File: config.mk
export PLATFORM = sky130hd
export DESIGN_NAME = host_status_table
export DESIGN_NICKNAME = d
export VERILOG_FILES = /design/src/design/hst_pkg.sv /design/src/design/host_status_table.sv /design/src/design/hst_ram.sv /design/src/design/hst_datapath.sv /design/src/design/hst_ctrl.sv
export SDC_FILE = /design/constraint.sdc
export NUM_CORES = 2
export LEC_CHECK = 0
export BUFFER_PORTS_ARGS = -buffer_cell sky130_fd_sc_hd__buf_4
export CORE_UTILIZATION = 30
export DETAILED_ROUTE_END_ITERATION = 10
export GPL_TIMING_DRIVEN = 0
export SYNTH_ARGS = -nofsm -noshare
export SYNTH_HDL_FRONTEND = slang
export SYNTH_HIERARCHICAL = 1
export SYNTH_SLANG_ARGS = --single-unit
File: constraint.sdc
create_clock -name clk -period 10.6 [get_ports clk]
set_input_delay 0.53 -clock clk [delete_from_list [all_inputs] [get_ports clk]]
set_output_delay 0.53 -clock clk [all_outputs]
set_load 0.05 [all_outputs]
File: src/design/hst_pkg.sv
// Shared types and constants for the host status table.
package hst_pkg;

    localparam int TableDepth = 64;
    localparam int IdxW = $clog2(TableDepth);
    localparam int CntW = $clog2(TableDepth + 1);

    localparam logic [1:0] OP_OBSERVE = 2'd0;
    localparam logic [1:0] OP_PROBE   = 2'd1;
    localparam logic [1:0] OP_LIST    = 2'd2;
    localparam logic [1:0] OP_UNUSED  = 2'd3;

    localparam logic [2:0] ST_UPDATED  = 3'd0;
    localparam logic [2:0] ST_ALIVE    = 3'd1;
    localparam logic [2:0] ST_OUTSIDE  = 3'd2;
    localparam logic [2:0] ST_LIMIT    = 3'd3;
    localparam logic [2:0] ST_FULL     = 3'd4;
    localparam logic [2:0] ST_NOTFOUND = 3'd5;
    localparam logic [2:0] ST_NONE     = 3'd6;

    localparam logic [1:0] REG_BASE  = 2'd0;
    localparam logic [1:0] REG_HOSTS = 2'd1;
    localparam logic [1:0] REG_LIMIT = 2'd2;

    localparam int FL_ALIVE = 0;
    localparam int FL_DEAD  = 1;
    localparam int FL_DISC  = 2;
    localparam int FL_DONE  = 3;

    // Commands from the controller to the datapath.
    typedef struct packed {
        logic load;      // capture the input transaction
        logic clr_scan;  // restart the slot walk
        logic rd;        // issue a store read at the scan slot
        logic step;      // advance the scan slot
        logic hit_cap;   // record current read as the match
        logic wr_obs;    // write observe update
        logic wr_prb;    // write probe update
        logic emit;      // load the output register
        logic [2:0] emit_status;
        logic emit_zero; // zero the index fields
        logic emit_last;
    } hst_cmd_t;

    // Status from the datapath to the controller.
    typedef struct packed {
        logic [1:0] op;
        logic in_range;
        logic scan_end;   // scan slot reached entry count
        logic rd_match;   // read host equals target
        logic rd_pending; // read entry is neither alive nor done
        logic found;
        logic found_alive;
        logic at_limit;
        logic full;
        logic out_busy;
    } hst_stat_t;

endpackage

File: src/design/host_status_table.sv
// Host status table: a table of up to 64 subnet hosts with status flags and best
// connect times. One transaction is handled at a time. An observe, probe or listing
// walks the table through the single store port, reading the occupied entries in
// slot order and waiting on any output stall; a lookup stops early at its match.
// An observe outside the subnet gives its result without a walk. A listing holds
// each pending entry back until the next one is found, so its final result carries
// last. Unused operation code 3 is dropped without a result. Stores hold no reset
// value; only entries below the entry count are read.
module host_status_table (
    input  logic        clk,
    input  logic        rst_n,
    input  logic        psel,
    input  logic        penable,
    input  logic        pwrite,
    input  logic [3:0]  paddr,
    input  logic [31:0] pwdata,
    output logic [31:0] prdata,
    output logic        pready,
    input  logic        in_valid,
    output logic        in_stall,
    input  logic [1:0]  operation,
    input  logic [31:0] address,
    input  logic [1:0]  source,
    input  logic        probe_alive,
    input  logic        probe_dead,
    input  logic [15:0] connect_time,
    output logic        out_valid,
    input  logic        out_stall,
    output logic [2:0]  status,
    output logic [5:0]  entry_index,
    output logic [31:0] host_index,
    output logic        last
);
    hst_pkg::hst_cmd_t  cmd;
    hst_pkg::hst_stat_t stat;

    assign pready = 1'b1;

    hst_ctrl u_ctrl (
        .clk(clk), .rst_n(rst_n), .in_valid(in_valid), .in_stall(in_stall),
        .stat(stat), .cmd(cmd));

    hst_datapath u_dp (
        .clk(clk), .rst_n(rst_n), .psel(psel), .penable(penable), .pwrite(pwrite),
        .paddr(paddr), .pwdata(pwdata), .prdata(prdata), .operation(operation),
        .address(address), .source(source), .probe_alive(probe_alive),
        .probe_dead(probe_dead), .connect_time(connect_time), .cmd(cmd),
        .stat(stat), .out_valid(out_valid), .out_stall(out_stall), .status(status),
        .entry_index(entry_index), .host_index(host_index), .last(last));
endmodule

File: src/design/hst_ram.sv
// Generic single-port RAM with registered read.
module hst_ram #(
    parameter int Width = 8,
    parameter int Depth = 64
) (
    input  logic                     clk,
    input  logic                     we,
    input  logic [$clog2(Depth)-1:0] addr,
    input  logic [Width-1:0]         wdata,
    output logic [Width-1:0]         rdata
);
    logic [Width-1:0] mem [Depth];

    // Write, with a registered read that returns the old contents.
    always_ff @(posedge clk)
    begin
        if (we)
        begin
            mem[addr] <= wdata;
        end
        rdata <= mem[addr];
    end
endmodule

File: src/design/hst_datapath.sv
// Datapath: configuration registers, table stores, counters and output register.
module hst_datapath (
    input  logic                  clk,
    input  logic                  rst_n,
    input  logic                  psel,
    input  logic                  penable,
    input  logic                  pwrite,
    input  logic [3:0]            paddr,
    input  logic [31:0]           pwdata,
    output logic [31:0]           prdata,
    input  logic [1:0]            operation,
    input  logic [31:0]           address,
    input  logic [1:0]            source,
    input  logic                  probe_alive,
    input  logic                  probe_dead,
    input  logic [15:0]           connect_time,
    input  hst_pkg::hst_cmd_t     cmd,
    output hst_pkg::hst_stat_t    stat,
    output logic                  out_valid,
    input  logic                  out_stall,
    output logic [2:0]            status,
    output logic [5:0]            entry_index,
    output logic [31:0]           host_index,
    output logic                  last
);
    localparam int IW = hst_pkg::IdxW;
    localparam int CW = hst_pkg::CntW;

    logic [31:0] base_reg, hosts_reg;
    logic [6:0]  limit_reg;
    logic [1:0]  op_reg;
    logic [31:0] tgt_reg;
    logic [1:0]  src_reg;
    logic        pal_reg, pde_reg;
    logic [15:0] ms_reg;
    logic        range_reg;
    logic [CW-1:0] scan_reg, ecount_reg;
    logic [6:0]  acount_reg;
    logic [IW-1:0] rslot_reg, hit_reg;
    logic        found_reg;
    logic [7:0]  hflag_reg;
    logic [15:0] hlat_reg;
    logic [31:0] hhost_reg;
    logic        ovalid_reg;
    logic [2:0]  ost_reg;
    logic [5:0]  oidx_reg;
    logic [31:0] ohost_reg;
    logic        olast_reg;

    logic [31:0] rd_host;
    logic [7:0]  rd_flag;
    logic [15:0] rd_lat;
    logic        we;
    logic [IW-1:0] ram_addr, new_slot;
    logic [31:0] wr_host;
    logic [7:0]  wr_flag, base_flag;
    logic [15:0] wr_lat, base_lat;
    logic [32:0] top;
    logic        cfg_wr;

    // Configuration port.
    assign cfg_wr = psel && penable && pwrite;
    always_ff @(posedge clk or negedge rst_n)
    begin
        if (!rst_n)
        begin
            base_reg  <= '0;
            hosts_reg <= 32'd255;
            limit_reg <= 7'd64;
        end
        else if (cfg_wr)
        begin
            case (paddr[3:2])
                hst_pkg::REG_BASE:  base_reg  <= pwdata;
                hst_pkg::REG_HOSTS: hosts_reg <= pwdata;
                hst_pkg::REG_LIMIT: limit_reg <= pwdata[6:0];
                default: ;
            endcase
        end
    end

    always_comb
    begin
        case (paddr[3:2])
            hst_pkg::REG_BASE:  prdata = base_reg;
            hst_pkg::REG_HOSTS: prdata = hosts_reg;
            hst_pkg::REG_LIMIT: prdata = {25'd0, limit_reg};
            default:            prdata = '0;
        endcase
    end

    // Capture the input transaction and its subnet check.
    assign top = {1'b0, base_reg} + {1'b0, hosts_reg};
    always_ff @(posedge clk)
    begin
        if (cmd.load)
        begin
            op_reg    <= operation;
            tgt_reg   <= address - base_reg;
            src_reg   <= source;
            pal_reg   <= probe_alive;
            pde_reg   <= probe_dead;
            ms_reg    <= connect_time;
            range_reg <= (address > base_reg) && ({1'b0, address} < top);
        end
    end

    // Scan slot counter and read-slot tracking.
    always_ff @(posedge clk or negedge rst_n)
    begin
        if (!rst_n)
        begin
            scan_reg  <= '0;
            rslot_reg <= '0;
            found_reg <= 1'b0;
        end
        else
        begin
            if (cmd.clr_scan)
            begin
                scan_reg  <= '0;
                found_reg <= 1'b0;
            end
            else if (cmd.step)
            begin
                scan_reg <= scan_reg + 1'b1;
            end
            if (cmd.rd)
            begin
                rslot_reg <= scan_reg[IW-1:0];
            end
            if (cmd.hit_cap)
            begin
                found_reg <= 1'b1;
            end
        end
    end

    // Remember the matching entry, or the pending entry held back while listing.
    always_ff @(posedge clk)
    begin
        if (cmd.hit_cap)
        begin
            hit_reg   <= rslot_reg;
            hflag_reg <= rd_flag;
            hlat_reg  <= rd_lat;
            hhost_reg <= rd_host;
        end
    end

    // Store write data.
    assign new_slot = ecount_reg[IW-1:0];
    always_comb
    begin
        base_flag = found_reg ? hflag_reg : 8'd0;
        base_lat  = found_reg ? hlat_reg : 16'd0;
        wr_flag   = base_flag;
        wr_lat    = base_lat;
        wr_host   = tgt_reg;
        if (cmd.wr_obs || pal_reg)
        begin
            wr_flag[hst_pkg::FL_DEAD]  = 1'b0;
            wr_flag[hst_pkg::FL_ALIVE] = 1'b1;
            wr_flag[hst_pkg::FL_DISC]  = 1'b1;
            wr_flag[hst_pkg::FL_DONE]  = 1'b1;
            wr_flag[4 + 32'(src_reg)]  = 1'b1;
            if (cmd.wr_prb && ms_reg != 16'd0 && (base_lat == 16'd0 || ms_reg < base_lat))
            begin
                wr_lat = ms_reg;
            end
        end
        else if (pde_reg && !base_flag[hst_pkg::FL_ALIVE])
        begin
            wr_flag[hst_pkg::FL_DEAD] = 1'b1;
            wr_flag[hst_pkg::FL_DONE] = 1'b1;
        end
    end

    assign we = cmd.wr_obs || cmd.wr_prb;
    always_comb
    begin
        if (we)
        begin
            ram_addr = found_reg ? hit_reg : new_slot;
        end
        else
        begin
            ram_addr = scan_reg[IW-1:0];
        end
    end

    hst_ram #(.Width(32), .Depth(hst_pkg::TableDepth)) u_host (
        .clk(clk), .we(we), .addr(ram_addr), .wdata(wr_host), .rdata(rd_host));
    hst_ram #(.Width(8), .Depth(hst_pkg::TableDepth)) u_flag (
        .clk(clk), .we(we), .addr(ram_addr), .wdata(wr_flag), .rdata(rd_flag));
    hst_ram #(.Width(16), .Depth(hst_pkg::TableDepth)) u_lat (
        .clk(clk), .we(we), .addr(ram_addr), .wdata(wr_lat), .rdata(rd_lat));

    // Entry and alive counters.
    always_ff @(posedge clk or negedge rst_n)
    begin
        if (!rst_n)
        begin
            ecount_reg <= '0;
            acount_reg <= '0;
        end
        else if (we)
        begin
            if (cmd.wr_obs && !found_reg)
            begin
                ecount_reg <= ecount_reg + 1'b1;
            end
            if (wr_flag[hst_pkg::FL_ALIVE] && !base_flag[hst_pkg::FL_ALIVE]
                && acount_reg != 7'd127)
            begin
                acount_reg <= acount_reg + 1'b1;
            end
        end
    end

    // Output register.
    always_ff @(posedge clk or negedge rst_n)
    begin
        if (!rst_n)
        begin
            ovalid_reg <= 1'b0;
        end
        else if (cmd.emit)
        begin
            ovalid_reg <= 1'b1;
        end
        else if (!out_stall)
        begin
            ovalid_reg <= 1'b0;
        end
    end

    always_ff @(posedge clk)
    begin
        if (cmd.emit)
        begin
            ost_reg   <= cmd.emit_status;
            olast_reg <= cmd.emit_last;
            if (cmd.emit_zero)
            begin
                oidx_reg  <= '0;
                ohost_reg <= '0;
            end
            else if (op_reg == hst_pkg::OP_LIST)
            begin
                oidx_reg  <= 6'(hit_reg);
                ohost_reg <= hhost_reg;
            end
            else
            begin
                oidx_reg  <= 6'(found_reg ? hit_reg : new_slot);
                ohost_reg <= tgt_reg;
            end
        end
    end

    assign out_valid   = ovalid_reg;
    assign status      = ost_reg;
    assign entry_index = oidx_reg;
    assign host_index  = ohost_reg;
    assign last        = olast_reg;

    // Status toward the controller.
    assign stat.op          = op_reg;
    assign stat.in_range    = range_reg;
    assign stat.scan_end    = (scan_reg >= ecount_reg);
    assign stat.rd_match    = (rd_host == tgt_reg);
    assign stat.rd_pending  = !rd_flag[hst_pkg::FL_ALIVE] && !rd_flag[hst_pkg::FL_DONE];
    assign stat.found       = found_reg;
    assign stat.found_alive = hflag_reg[hst_pkg::FL_ALIVE];
    assign stat.at_limit    = ({1'b0, acount_reg} >= {1'b0, limit_reg});
    assign stat.full        = (ecount_reg >= CW'(hst_pkg::TableDepth));
    assign stat.out_busy    = ovalid_reg && out_stall;
endmodule

File: src/design/hst_ctrl.sv
// Controller: sequences lookup, update and listing over the table.
module hst_ctrl (
    input  logic               clk,
    input  logic               rst_n,
    input  logic               in_valid,
    output logic               in_stall,
    input  hst_pkg::hst_stat_t stat,
    output hst_pkg::hst_cmd_t  cmd
);
    typedef enum logic [2:0] {
        S_IDLE, S_DISPATCH, S_SCAN, S_CHECK, S_DECIDE, S_LIST_CHECK, S_NONE
    } state_t;

    state_t state_reg, state_next;
    logic   any_reg, any_next;

    assign in_stall = (state_reg != S_IDLE);

    // Next-state and command logic.
    always_comb
    begin
        state_next = state_reg;
        any_next   = any_reg;
        cmd        = '0;
        case (state_reg)
            S_IDLE:
            begin
                if (in_valid)
                begin
                    cmd.load     = 1'b1;
                    cmd.clr_scan = 1'b1;
                    state_next   = S_DISPATCH;
                    any_next     = 1'b0;
                end
            end
            S_DISPATCH:
            begin
                if (stat.op == hst_pkg::OP_OBSERVE && !stat.in_range)
                begin
                    if (!stat.out_busy)
                    begin
                        cmd.emit        = 1'b1;
                        cmd.emit_status = hst_pkg::ST_OUTSIDE;
                        cmd.emit_zero   = 1'b1;
                        cmd.emit_last   = 1'b1;
                        state_next      = S_IDLE;
                    end
                end
                else if (stat.op == hst_pkg::OP_UNUSED)
                begin
                    state_next = S_IDLE;
                end
                else
                begin
                    state_next = S_SCAN;
                end
            end
            S_SCAN:
            begin
                if (stat.scan_end)
                begin
                    state_next = (stat.op == hst_pkg::OP_LIST) ? S_NONE : S_DECIDE;
                end
                else if (!stat.out_busy)
                begin
                    cmd.rd     = 1'b1;
                    cmd.step   = 1'b1;
                    state_next = (stat.op == hst_pkg::OP_LIST) ? S_LIST_CHECK : S_CHECK;
                end
            end
            S_CHECK:
            begin
                if (stat.rd_match)
                begin
                    cmd.hit_cap = 1'b1;
                    state_next  = S_DECIDE;
                end
                else
                begin
                    state_next = S_SCAN;
                end
            end
            S_LIST_CHECK:
            begin
                // A pending entry is held back until the next one is found so the final one can carry last.
                if (stat.rd_pending)
                begin
                    cmd.hit_cap = 1'b1;
                    any_next    = 1'b1;
                    if (any_reg)
                    begin
                        cmd.emit        = 1'b1;
                        cmd.emit_status = hst_pkg::ST_UPDATED;
                        cmd.emit_last   = 1'b0;
                    end
                end
                state_next = S_SCAN;
            end
            S_NONE:
            begin
                if (!stat.out_busy)
                begin
                    cmd.emit      = 1'b1;
                    cmd.emit_last = 1'b1;
                    if (any_reg)
                    begin
                        cmd.emit_status = hst_pkg::ST_UPDATED;
                    end
                    else
                    begin
                        cmd.emit_status = hst_pkg::ST_NONE;
                        cmd.emit_zero   = 1'b1;
                    end
                    state_next = S_IDLE;
                end
            end
            S_DECIDE:
            begin
                if (!stat.out_busy)
                begin
                    cmd.emit      = 1'b1;
                    cmd.emit_last = 1'b1;
                    state_next    = S_IDLE;
                    if (stat.op == hst_pkg::OP_PROBE)
                    begin
                        if (stat.found)
                        begin
                            cmd.wr_prb      = 1'b1;
                            cmd.emit_status = hst_pkg::ST_UPDATED;
                        end
                        else
                        begin
                            cmd.emit_status = hst_pkg::ST_NOTFOUND;
                            cmd.emit_zero   = 1'b1;
                        end
                    end
                    else if (stat.found && stat.found_alive)
                    begin
                        cmd.emit_status = hst_pkg::ST_ALIVE;
                    end
                    else if (stat.at_limit)
                    begin
                        cmd.emit_status = hst_pkg::ST_LIMIT;
                        cmd.emit_zero   = 1'b1;
                    end
                    else if (!stat.found && stat.full)
                    begin
                        cmd.emit_status = hst_pkg::ST_FULL;
                        cmd.emit_zero   = 1'b1;
                    end
                    else
                    begin
                        cmd.wr_obs      = 1'b1;
                        cmd.emit_status = hst_pkg::ST_UPDATED;
                    end
                end
            end
            default:
            begin
                state_next = S_IDLE;
            end
        endcase
    end

    // State register.
    always_ff @(posedge clk or negedge rst_n)
    begin
        if (!rst_n)
        begin
            state_reg <= S_IDLE;
            any_reg   <= 1'b0;
        end
        else
        begin
            state_reg <= state_next;
            any_reg   <= any_next;
        end
    end
endmodule

==> run_results.csv <==
group,metric,value,unit
route,drtAntennaViolNets,0,
synthesis,syn-instance-count,6054,
sta,report.final.setup_viol,1,
sta,post-route-period-util,1.01,
power_and_ir_drop,total_leakage_power,38.9,nW
synthesis,synth.yosys.warnings,6,
placement,port-buffer-count,150,
cells_and_area,largest_register,"u_dp/u_host/mem",
cells_and_area,fraction_of_final_layout_cells_sized_beyond_drive_strength_1,0.182,
placement,pre_cts_ws,0.0235,ns
synthesis,syn_nets,6267,
cts,htree_levels,4,
grt,grt_overflow_total,0,
grt,first_global_vias,59100,
route,detail_route.wirelength,314000,um
outcome,violations_in_the_final_reports,"max-capacitance violations, max-slew violations, negative setup slack",
die,floorplan.die_area,331000,sq um
route,detail_route.vias_per_cell,5.45,
sta,worst_slack,-0.0921,ns
grt,first_pass_grt_wire_length,441000,um
sta,drv_slew,10,
die,floorplan.initialDensity,0.301,
cells_and_area,final_non_filler_cell_area,118000,sq um
grt,number_of_antenna_violations_at_the_first_check_in_global_routing,34,
setup_path,timing.critical_path.slowest_stage_cell,"a2111oi_1",
route,first_drt_iteration_drcs,8484,
cts,cts.repair_timing.setup_buffer_count,0,
route,via_count,61300,
cells_and_area,post_layout_nonfiller_instances,11200,
setup_path,cp_max_fo,19,
route,drc,0,
grt,grt_max_degree,69,
cells_and_area,area_growth_syn_to_layout,20.0,%
cells_and_area,biggestRegsByFlops,"u_dp/u_host/mem x2048, u_dp/u_flag/mem x128",
flow_run,timing.max_cap.violations,2,
route,routed_wire_length_per_instance,28.0,um
cts,cts_tree,"yes",
setup_path,timing.setup.critical_path_class,"flip-flop to flip-flop",
cts,cts_max_path_buffers,4,
sta,final_period_minus_worst_setup_slack,10.69,ns
cells_and_area,largest_register_ff_count,2048,
sta,tightest_pin_transition,1.51,ns
sta,clock.fmax,93.5,MHz
setup_path,timing.critical_path.from_type,"flip-flop",
sta,finalClockSkew,0.0994,ns
synthesis,synthesis.area_per_instance,16.3,sq um
setup_path,critPathMaxStageDelay,1.08,ns
sta,hold_violations,0,
synthesis,syn_area,98600,sq um
sta,unrepaired_setup_endpoints_after_global_routing,"false",
sta,timing.max_slew.rel_slack,-0.00388,
die,dieWidth,575,um
power_and_ir_drop,pwr_density,248,nW/um^2
setup_path,crit_path_frequent_cell,"buf_2",
setup_path,timing.critical_path.required,11.16,ns
grt,grt.total_usage,0.184,
placement,placed_cell_area,110000,sq um
power_and_ir_drop,vdd_drop_max,0.166,mV
die,floorplan.die.height,575,um
route,drt_first_pass_iters,6,
cts,clock_latency,0.93,ns
cts,path_clk_slew,0.06,ns
sta,timing.setup.tns,-0.0921,ns
die,placeableCoreArea,327000,sq um
cts,clock-root-buffer,"clkbuf_16",
sta,fin_hold_ws,0.118,ns
die,rows,210,
setup_path,arrival,11.25,ns
cells_and_area,fin_nets,6880,
setup_path,cp-end-kind,"flip-flop",
min_path,min_path_type,"input pin to asynchronous set/reset pin",
cells_and_area,fillCellCount,30500,
placement,gp_congestion,0.935,
die,io-pin-count,174,
placement,hpwl,224000,um
cts,cts-buffers-inserted,249,
cts,cts.sink_count,2433,
outcome,run_status,"finished with violations",
placement,place.detailed.instances,10700,
-- layout by cell type (no fill, tap or decap), types with 177 or more instances in the layout --
master        n
a221oi_1    180
nor2_1      243
a22oi_1     201
mux2i_1     310
buf_4       177
clkbuf_1    294
edfxtp_1   2295
mux2_2      191
nand2_1     200
clkbuf_16   251
a21oi_1     243
-- path summary, 6_finish.rpt --
| check | start | to | slack [ns] | depth (start not counted) |
|---|---|---|---|---|
| max | u_dp/acount_reg[0] | u_dp/u_host/rdata[0] | -0.09 | 25 |
| min | rst_n | u_dp/hosts_reg[18] | 0.12 | 2 |
| max reg2reg | u_dp/acount_reg[0] | u_dp/u_host/rdata[0] | -0.09 | 25 |
| min reg2reg | u_dp/u_flag/rdata[3] | u_dp/hflag_reg[3] | 0.44 | 0 |
| max in group asynchronous | rst_n | u_dp/rslot_reg[1] | 9.70 | 3 |
| min in group clk | in_valid | u_ctrl/any_reg | 0.12 | 4 |
-- worst max-delay path: cells and delay by family (launching register included) --
kind	cells	cell delay, ns
buffers and inverters	7	4.16
DFF	1	0.40
muxes	1	0.43
AOI/OAI and AO/OA	9	3.38
and+or+nand+nor	7	1.71
adders and majority gates	1	0.23
-- timing repair --
item	CTS	global route
resized for setup	1	0
endpoints found under the hold margin	166	0
endpoints found under the setup margin	1	0
hold buffers	38	0
-- report_power, final --
group	switching, W	leakage (nW)	internal (W)
Clock	0.00370	3.94	0.00504
Sequential	0.000305	22.2	0.0112
Combinational	0.00595	12.7	0.00306
Total	0.00996	38.9	0.0193
-- routing by layer --
layer,up-vias,part of all wire,GRT usage
met5,-,0.0010,0
met4,28,0.041,0.0666
met3,664,0.11,0.0471
met2,3559,0.44,0.279
met1,31500,0.41,0.254
li1,25500,-,-
-- layout make-up --
class / instances / area, sq um / area share
repair buffers: 362 / 5570 / 0.0471
plain buffers: 432 / 1940 / 0.0164
flip-flops and latches: 2433 / 72200 / 0.610
inverters: 78 / 293 / 0.00247
clock buffers: 318 / 6670 / 0.0564
multi-input cells: 3111 / 24800 / 0.209
clock inverters: 132 / 1380 / 0.0116
diodes: 24 / 60.1 / 0.000508
well taps: 4346 / 5440 / 0.0460
-- metrics by stage --
step                      utilization  power [W]
final                           0.362     0.0293
after global routing            0.362     0.0302
after CTS                       0.362     0.0292
after detailed placement        0.336     0.0205
after global placement          0.322     0.0201
after floorplan                     -     0.0166
No activity file was read; power rests on OpenSTA's default activity.
